--- config.mk ---
export PLATFORM = sky130hd
export DESIGN_NAME = rat_sqrt_cell
export DESIGN_NICKNAME = d
export VERILOG_FILES = /design/src/design/rat_pkg.sv /design/src/design/rat_sqrt_cell.sv
export SDC_FILE = /design/constraint.sdc
export NUM_CORES = 1
export LEC_CHECK = 0
export CAP_MARGIN = 15
export CELL_PAD_IN_SITES_DETAIL_PLACEMENT = 1
export CELL_PAD_IN_SITES_GLOBAL_PLACEMENT = 1
export CORE_MARGIN = 2
export CORE_UTILIZATION = 30
export DETAILED_ROUTE_END_ITERATION = 10
export DONT_BUFFER_PORTS = 1
export PLACE_DENSITY_LB_ADDON = 0.12
export RECOVER_POWER = 100
export SLEW_MARGIN = 20
export SYNTH_ARGS = -nofsm -noshare
export SYNTH_HDL_FRONTEND = slang
export SYNTH_SLANG_ARGS = --single-unit
export TNS_END_PERCENT = 50
--- constraint.sdc ---
create_clock -name clk_i -period 7.9 [get_ports clk_i]
set_input_delay 1.185 -clock clk_i [delete_from_list [all_inputs] [get_ports clk_i]]
set_output_delay 1.185 -clock clk_i [all_outputs]
set_load 0.01 [all_outputs]
--- src/design/rat_pkg.sv ---
package rat_pkg;

  localparam int COORD_WIDTH     = 32;
  localparam int DIFF_WIDTH      = COORD_WIDTH + 1;
  localparam int ANGLE_WIDTH_DEF = 16;
  localparam int OUT_WIDTH_DEF   = 40;

  localparam int FRAC       = 30;
  localparam int NORM_WIDTH = 31;
  localparam int ROOT_WIDTH = 32;
  localparam int QUO_WIDTH  = 31;
  localparam int TERM_WIDTH = 31;
  localparam int X2_WIDTH   = 30;
  localparam int SUM_WIDTH  = 34;
  localparam int TAY_STEPS  = 6;

  localparam logic [31:0] PI_Q30 = 32'd3373259426;

  localparam logic [1:0] ROW_FIRST = 2'd0;
  localparam logic [1:0] ROW_LAST  = 2'd3;

  typedef struct packed {
    logic [63:0]           rem;
    logic [ROOT_WIDTH-1:0] root;
  } sqrt_t;

  typedef struct packed {
    logic [2:0][63:0]          rem;
    logic [2:0][QUO_WIDTH-1:0] quo;
    logic [ROOT_WIDTH-1:0]     den;
  } div_t;

  typedef struct packed {
    logic [TERM_WIDTH-1:0]       ts;
    logic [TERM_WIDTH-1:0]       tc;
    logic signed [SUM_WIDTH-1:0] sum_s;
    logic signed [SUM_WIDTH-1:0] sum_c;
    logic [X2_WIDTH-1:0]         x2;
  } tay_t;

endpackage

--- src/design/rat_sqrt_cell.sv ---
module rat_sqrt_cell #(
  parameter int unsigned BIT = 0
) (
  input  logic           clk_i,
  input  logic           en_i,
  input  rat_pkg::sqrt_t st_i,
  output rat_pkg::sqrt_t st_o
);
  import rat_pkg::*;

  logic [65:0] trial;
  sqrt_t st_d, st_q;

  always_comb begin
    trial = (66'(st_i.root) << (BIT + 1)) + (66'd1 << (2 * BIT));
    st_d = st_i;
    if (66'(st_i.rem) >= trial) begin
      st_d.rem  = st_i.rem - trial[63:0];
      st_d.root = st_i.root | (ROOT_WIDTH'(1) << BIT);
    end
  end

  always_ff @(posedge clk_i) begin
    if (en_i) begin
      st_q <= st_d;
    end
  end

  assign st_o = st_q;

endmodule

==> flow_summary.json <==
{
  "routedWlPerCell_um": 20.30,
  "drc": 0,
  "setup_viol": 0,
  "grt_antenna_before_repair": 0,
  "worst_pin_slew_ns": 1.861,
  "cpPeakStageDelay_ns": 1.53,
  "dpl.hpwl_mm": 13.74,
  "die_x_um": 145.6,
  "grt_pass1_wl_mm": 27.37,
  "crit_required_ns": 7.99,
  "syn-instance-count": 601,
  "area_growth_syn_to_layout_pct": 8.824,
  "p_per_area_mw_per_mm2": 208.3,
  "rsz0062_at_grt": "no",
  "finalHoldViolations": 0,
  "place.gp.congestion": 0.7964,
  "synth-seq-cells": 96,
  "crit_chain": "inv_1 > ha_1 > nand2_1 > o21ai_0 > a21oi_1 > o41ai_1 > a221o_1 > nand3_1 > nor4_1 > xor2_1",
  "final_nets": 725,
  "maxSlewViolCount": 53,
  "synth-seq-area-share_pct": 47.95,
  "avgSynthCellArea_sq_um": 10.00,
  "yosys-top-cells-area": "edfxtp_1 (48%), ha_1 (6.9%), a21oi_1 (5.7%), xor2_1 (5.2%), xnor2_1 (3.8%)",
  "design.core.area_sq_mm": 0.01959,
  "cts_tree": "yes",
  "cp_slowest_cell": "a221o_1",
  "async_reset_ff_share_pct": 0,
  "clock_sinks": 96,
  "netlist_area_sq_mm": 0.006012,
  "violations": "max-capacitance violations, max-slew violations",
  "drive_gt1_share_pct": 4.013,
  "postCtsHoldBufs": 0,
  "maxCapViolations": 1,
  "track_usage_pct": 16.53,
  "fin_setup_tns_ns": 0,
  "yosys_warnings": 0,
  "die-area_sq_mm": 0.02119,
  "cts_root_buf": "clkbuf_16",
  "final_antenna_net_count": 0,
  "outcome": "finished, violations left",
  "final_common_cell": "edfxtp_1",
  "synth_nets": 733,
  "largest_reg_flops": 96,
  "max_freq_mhz": 183.5,
  "htreeDepth": 3,
  "critPathBufInv": 1,
  "hold_path_class": "primary input to register",
  "ir_drop_uv": 87.27,
  "fp.dieH_um": 145.6,
  "period_minus_slack_ns": 5.448,
  "synth_cell_types": 57,
  "synth_top_area_cell": "edfxtp_1",
  "start_kind": "primary input",
  "cts_setup_buffers": 0,
  "cts-buffers-inserted": 9,
  "grt_pass1_vias": 4812,
  "min_period_over_period_pct": 68.97,
  "cp_max_fo": 52,
  "pin_count": 194,
  "leakage_nw": 2.371,
  "cp_top_family": "compound AO/OA/AOI/OAI gates",
  "wl_mm": 17.52,
  "path_clk_slew_ns": 0.07,
  "layout_common_cells": "edfxtp_1 (96), a21oi_1 (69), nor2_1 (58), nand2_1 (45), inv_1 (40)",
  "rows": 51,
  "fillCellCount": 2224,
  "cts_resized": 0,
  "finalPower_w": 0.001363,
  "grt_max_degree": 97,
  "grt_overflow": 0,
  "setup.worst_path.class": "primary input to register",
  "vias_per_cell": 5.175,
  "route.vias.total": 4466,
  "synth-edff-count": 96,
  "portBuffers": 0,
  "synth_top_area_share_pct": 47.95,
  "cts_buffer_depth": 2,
  "synthFlopType": "edfxtp_1",
  "slew_headroom_pct": -24.08,
  "drt_iter0_markers": 184,
  "initial_core_util_pct": 30.69,
  "drt_first_pass_iters": 4,
  "arrival_ns": 5.53,
  "n_antenna_cell": 0,
  "endpoint_kind": "register"
}
## area by class of cell
class | instances | area, sq um | share of cell area (%)
flip-flops and latches | 96 | 2883 | 44.06
inverters | 40 | 150.1 | 2.295
clock buffers | 9 | 225.2 | 3.442
multi-input cells | 445 | 2869 | 43.85
well taps | 265 | 331.6 | 5.068
repair buffers | 1 | 3.754 | 0.05737
clock inverters | 7 | 80.08 | 1.224
## cell families (layout without fill, tap and decap cells)
group | Yosys count | after routing | synth area share (%)
buffers and inverters | 60 | 57 | 4.121
and+or+nand+nor | 197 | 197 | 16.55
DFF | 96 | 96 | 47.95
xor gates and xnor gates | 62 | 62 | 9.032
AOI/OAI and AO/OA | 151 | 151 | 14.96
muxes | 1 | 1 | 0.1873
adders and majority gates | 34 | 34 | 7.201
## cell usage after synthesis (2+ instances only)
master and count:
edfxtp_1 96, a21oi_1 69, nor2_1 58, nand2_1 45, inv_1 40, xor2_1 36
o21ai_0 35, ha_1 33, xnor2_1 26, nor3_1 20, clkbuf_1 12, nand3_1 12
nand4_1 11, nor4_1 11, or4_1 8, a21o_1 7, or3_1 7, buf_2 6
o211ai_1 6, a31oi_1 5, o21bai_1 5, nand2b_1 4, or2_2 4, a211oi_1 3
o21a_1 3, a211o_1 2, a221o_1 2, and2_1 2, and3_1 2, buf_6 2
nor2b_1 2, o211a_1 2
## per-layer routing
layer  global-route usage [%]  part of all wire, %  vias up
li1                         -                    -     2180
met1                    19.65                   43     2107
met2                    26.40                   45      162
met3                    8.025                   10       17
met4                    5.245                  1.7        0
met5                        0                    0        -
## worst paths after layout
kind	from	to	depth (start not counted)
hold / removal	st_i[15]	st_o[15]	0
setup / recovery	st_i[17]	st_o[82]	10
## where the power goes
group / internal [W] / switching, W / total [W]
sequential: 0.000634 / 0.0000530 / 0.000687
combinational: 0.0000867 / 0.000133 / 0.000219
clock: 0.000249 / 0.000207 / 0.000456
## stage by stage
| step | utilization, % | cell area, sq um | std cells | setup WS [ns] | hold WS, ns |
|---|---|---|---|---|---|
| floorplan | - | 6012 | 601 | 4.035 | 1.284 |
| global placement | 31.93 | 6255 | 847 | 2.981 | 1.284 |
| detailed placement | 31.93 | 6255 | 847 | 2.845 | 1.284 |
| CTS | 33.49 | 6560 | 863 | 3.204 | 0.9064 |
| global route | 33.40 | 6543 | 863 | 1.956 | 0.9087 |
| finish | 33.40 | 6543 | 863 | 2.452 | 0.9206 |
No activity file was read; power rests on OpenSTA's default activity.
