[src/design/rat_pkg.sv]
package rat_pkg;

  localparam int COORD_WIDTH     = 32;
  localparam int DIFF_WIDTH      = COORD_WIDTH + 1;
  localparam int ANGLE_WIDTH_DEF = 16;
  localparam int OUT_WIDTH_DEF   = 40;

  localparam int FRAC       = 30;
  localparam int NORM_WIDTH = 31;
  localparam int ROOT_WIDTH = 32;
  localparam int QUO_WIDTH  = 31;
  localparam int TERM_WIDTH = 31;
  localparam int X2_WIDTH   = 30;
  localparam int SUM_WIDTH  = 34;
  localparam int TAY_STEPS  = 6;

  localparam logic [31:0] PI_Q30 = 32'd3373259426;

  localparam logic [1:0] ROW_FIRST = 2'd0;
  localparam logic [1:0] ROW_LAST  = 2'd3;

  typedef struct packed {
    logic [63:0]           rem;
    logic [ROOT_WIDTH-1:0] root;
  } sqrt_t;

  typedef struct packed {
    logic [2:0][63:0]          rem;
    logic [2:0][QUO_WIDTH-1:0] quo;
    logic [ROOT_WIDTH-1:0]     den;
  } div_t;

  typedef struct packed {
    logic [TERM_WIDTH-1:0]       ts;
    logic [TERM_WIDTH-1:0]       tc;
    logic signed [SUM_WIDTH-1:0] sum_s;
    logic signed [SUM_WIDTH-1:0] sum_c;
    logic [X2_WIDTH-1:0]         x2;
  } tay_t;

endpackage

[src/design/rat_div_cell.sv]
module rat_div_cell #(
  parameter int unsigned BIT = 0
) (
  input  logic          clk_i,
  input  logic          en_i,
  input  rat_pkg::div_t st_i,
  output rat_pkg::div_t st_o
);
  import rat_pkg::*;

  logic [63:0] cmp;
  div_t st_d, st_q;

  always_comb begin
    cmp = 64'(st_i.den) << BIT;
    st_d = st_i;
    for (int l = 0; l < 3; l++) begin
      if (st_i.rem[l] >= cmp) begin
        st_d.rem[l] = st_i.rem[l] - cmp;
        st_d.quo[l] = st_i.quo[l] | (QUO_WIDTH'(1) << BIT);
      end
    end
  end

  always_ff @(posedge clk_i) begin
    if (en_i) begin
      st_q <= st_d;
    end
  end

  assign st_o = st_q;

endmodule

[config.mk]
export PLATFORM = sky130hd
export DESIGN_NAME = rat_div_cell
export DESIGN_NICKNAME = d
export VERILOG_FILES = /design/src/design/rat_pkg.sv /design/src/design/rat_div_cell.sv
export SDC_FILE = /design/constraint.sdc
export NUM_CORES = 1
export LEC_CHECK = 0
export BUFFER_PORTS_ARGS = -buffer_cell sky130_fd_sc_hd__buf_4
export CAP_MARGIN = 25
export CORE_AREA = 8 8 243 245
export CTS_CLUSTER_SIZE = 40
export DETAILED_ROUTE_END_ITERATION = 8
export DIE_AREA = 0 0 251 253
export SYNTH_ARGS = -nofsm -noshare
export SYNTH_HDL_FRONTEND = slang
export SYNTH_SLANG_ARGS = --single-unit
[constraint.sdc]
create_clock -name clk_i -period 4.3 [get_ports clk_i]
set_input_delay 0.645 -clock clk_i [delete_from_list [all_inputs] [get_ports clk_i]]
set_output_delay 0.645 -clock clk_i [all_outputs]
set_load 0.005 [all_outputs]
==> results.yml <==
status:
  status: "complete, no violations"
timing:
  setup_viol: 0
  holdWs_ps: 264
  period_share_pct: 82.3
  worstMarginPinSlew_ps: 632
  fin_crit_ps: 3540
  fin_setup_tns_ps: 0
  drv_slew: 0
  grt_setup_unrepaired: "no"
  fmax_mhz: 283
  hold_violations: 0
  relSlewSlack_pct: 57.5
placed_design:
  finalWeightedCongestion: 0.934
  placement.io_buffers: 635
  placedCellCount: 3102
  place_hpwl_mm: 64.9
  postPlaceCellArea_sq_um: 24600
synthesis:
  syn_avg_cell_area_sq_um: 10.6
  synth-edff-count: 317
  yosysTopAreaCell: "edfxtp_1"
  synth_warnings: 0
  synth_top_area_share_pct: 50.7
  ys.flop_type: "edfxtp_1"
  synth.yosys.seq_area_share_pct: 50.7
  ys_top_cells_by_count: "317 x edfxtp_1, 163 x a21oi_1, 145 x nand2_1"
  synth_most_common_cell: "edfxtp_1"
  syn_nets: 2195
  netlist_area_sq_um: 18800
  synthCells: 1777
  synth-seq-cells: 317
  async_flop_share_pct: 0
  ys_types: 72
  synth.area.top_cells: "edfxtp_1 51%, ha_1 6.4%, xor2_1 4.6%, a21oi_1 4.3%, xnor2_1 3.9%"
finish:
  areaGrowthSynthToFinish_pct: 37.8
  largest_reg_flops: 317
  final_nets: 2849
  drive_gt1_share_pct: 31.8
  design_area_sq_um: 25800
  nFillCells: 5270
  fin_cells: 3180
floorplanning:
  core_area_sq_um: 55500
  start_util_pct: 33.8
  die_h_um: 253
  fp.dieArea_sq_um: 63500
  die_x_um: 251
  num_rows: 87
  pin_count: 636
worst_setup_path:
  crit_start: "st_i[0]"
  start_kind: "input pin"
  critical_path_arrival_ps: 3820
  worst_setup_path_end_kind: "flip-flop"
  required_ps: 4580
  crit_path_top_delay_cell: "o41a_1"
  crit_chain: "buf_4 > ha_1 > fa_1 > nor2b_1 > o21ai_0 > a21oi_1 > nor2_1 > o41a_1 > and2_2 > or3_1 > nor4b_1 > xor2_1"
  critPathKind: "input pin to flip-flop"
  path_max_fanout: 10
  max_stage_delay_ps: 510
clock_tree:
  post_cts_buffers: 0
  cts_resized: 0
  ctsHtreeMaxLevel: 2
  cts_tree: "built"
  clock_path_buffers: 3
  path_clk_slew_ps: 60
  hold_buffers: 0
  cts_buffers: 39
  clock-sinks: 317
  cts-root-buf: "clkbuf_16"
drt:
  postRouteAntennaNets: 0
  dr.first_iter.drc_count: 1199
  vias: 17000
  drc: 0
  wl_per_cell_um: 24.7
  first_pass_iters: 5
  routed_wl_mm: 78.7
  via_per_inst: 5.34
global_routing:
  grt_pass1_wl_mm: 112
  antenna_found_initial: 11
  grt_pass1_vias: 17100
  grt_max_degree: 72
  gr-total-overflow: 0
  grtUsageTotal_pct: 23.4
power_and_ir_drop:
  pwr-share-comb_pct: 23.8
  p_int_mw: 6.82
  p_leak_nw: 10.7
  switching_share_pct: 28.0
  power_switching_mw: 2.65
  p_clk_share_pct: 34.7
  max-vdd-ir-drop_mv: 0.238
  totalPowerFinal_mw: 9.46
  power_density_nw_per_um2: 366
  p_seq_share_pct: 41.5
min_path:
  hp-class: "input pin to flip-flop"
  hp-start: "st_i[124]"
flow_run:
  maxCapViolCount: 0
-- cell usage in the layout, fill, tap and decap left out, types with 8 or more instances in the layout --
master / Yosys / layout
a31oi_1: 14 / 14
buf_4: 5 / 678
nor3_1: 52 / 52
a21boi_0: 8 / 8
mux2_2: 11 / 11
nor2b_1: 10 / 10
nand2b_1: 17 / 17
nor2_1: 138 / 138
or4_1: 22 / 22
or3_1: 31 / 31
o21a_1: 13 / 13
a21oi_1: 163 / 163
clkinv_1: 0 / 8
nand3b_1: 9 / 9
nand3_1: 41 / 41
xor2_1: 98 / 98
nand4_1: 33 / 33
ha_1: 96 / 96
nor4_1: 40 / 40
o21ai_0: 92 / 92
inv_1: 60 / 60
diode_2: 0 / 9
xnor2_1: 83 / 83
and3_1: 22 / 22
a211oi_1: 11 / 11
o211ai_1: 10 / 10
or2_2: 12 / 12
a21o_1: 47 / 46
nand2_1: 145 / 144
and2_1: 17 / 16
clkbuf_16: 0 / 40
o21bai_1: 17 / 17
edfxtp_1: 317 / 317
-- stage by stage --
| stage | utilization (%) | setup WS (ps) |
|---|---|---|
| floorplan | - | 652 |
| global placement | 44.3 | 239 |
| detailed placement | 44.3 | 199 |
| CTS | 46.5 | 783 |
| global route | 46.6 | 586 |
| finish | 46.6 | 761 |
-- cell type report --
cell class | count | area (sq um) | area share [%]
Inverter | 60 | 225 | 0.871
Clock inverter | 23 | 233 | 0.900
Tap cell | 712 | 891 | 3.45
Clock buffer | 46 | 1020 | 3.96
Antenna cell | 9 | 22.5 | 0.0871
Sequential cell | 317 | 9520 | 36.8
Multi-Input combinational cell | 1329 | 8730 | 33.8
Timing Repair Buffer | 684 | 5200 | 20.1
-- critical path, delay by kind of cell --
family	cells	cell delay (ps)
XOR/XNOR	1	120
AND/OR/NAND/NOR	5	1330
adder cells (fa/ha/maj)	2	640
buffers and inverters	1	130
AO/OA/AOI/OAI	3	950
-- cell families (layout without fill, tap and decap cells) --
logic type	after synthesis	in the layout	share of synthesized area, %
buffers and inverters	131	813	2.81
flip-flops	317	317	50.7
AO/OA/AOI/OAI	422	422	13.8
multiplexers	13	13	0.767
other	0	9	0
XOR/XNOR	181	181	8.45
adder cells (fa/ha/maj)	99	99	6.72
AND/OR/NAND/NOR	614	614	16.7
-- power groups by stage --
stage          registers [mW]  clock network [mW]  logic, mW
2_1_floorplan            4.00                   0      0.895
3_3_place_gp             3.99                   0       2.25
3_5_place_dp             3.99                   0       2.25
4_1_cts                  3.94                3.36       2.26
5_1_grt                  3.96                3.47       2.43
6_report                 3.93                3.28       2.25
-- worst paths after layout --
path | end | cells after the start
setup / recovery | st_o[292] | 12
hold / removal | st_o[124] | 1
-- per-layer routing --
metal	wire, um	track usage, %	share of wire [%]
met2	39900	41.6	51
met3	5150	5.39	6.6
met1	31000	27.6	39
met5	26	0	0.033
met4	2550	7.47	3.2
(Power assumes the default switching activity.)
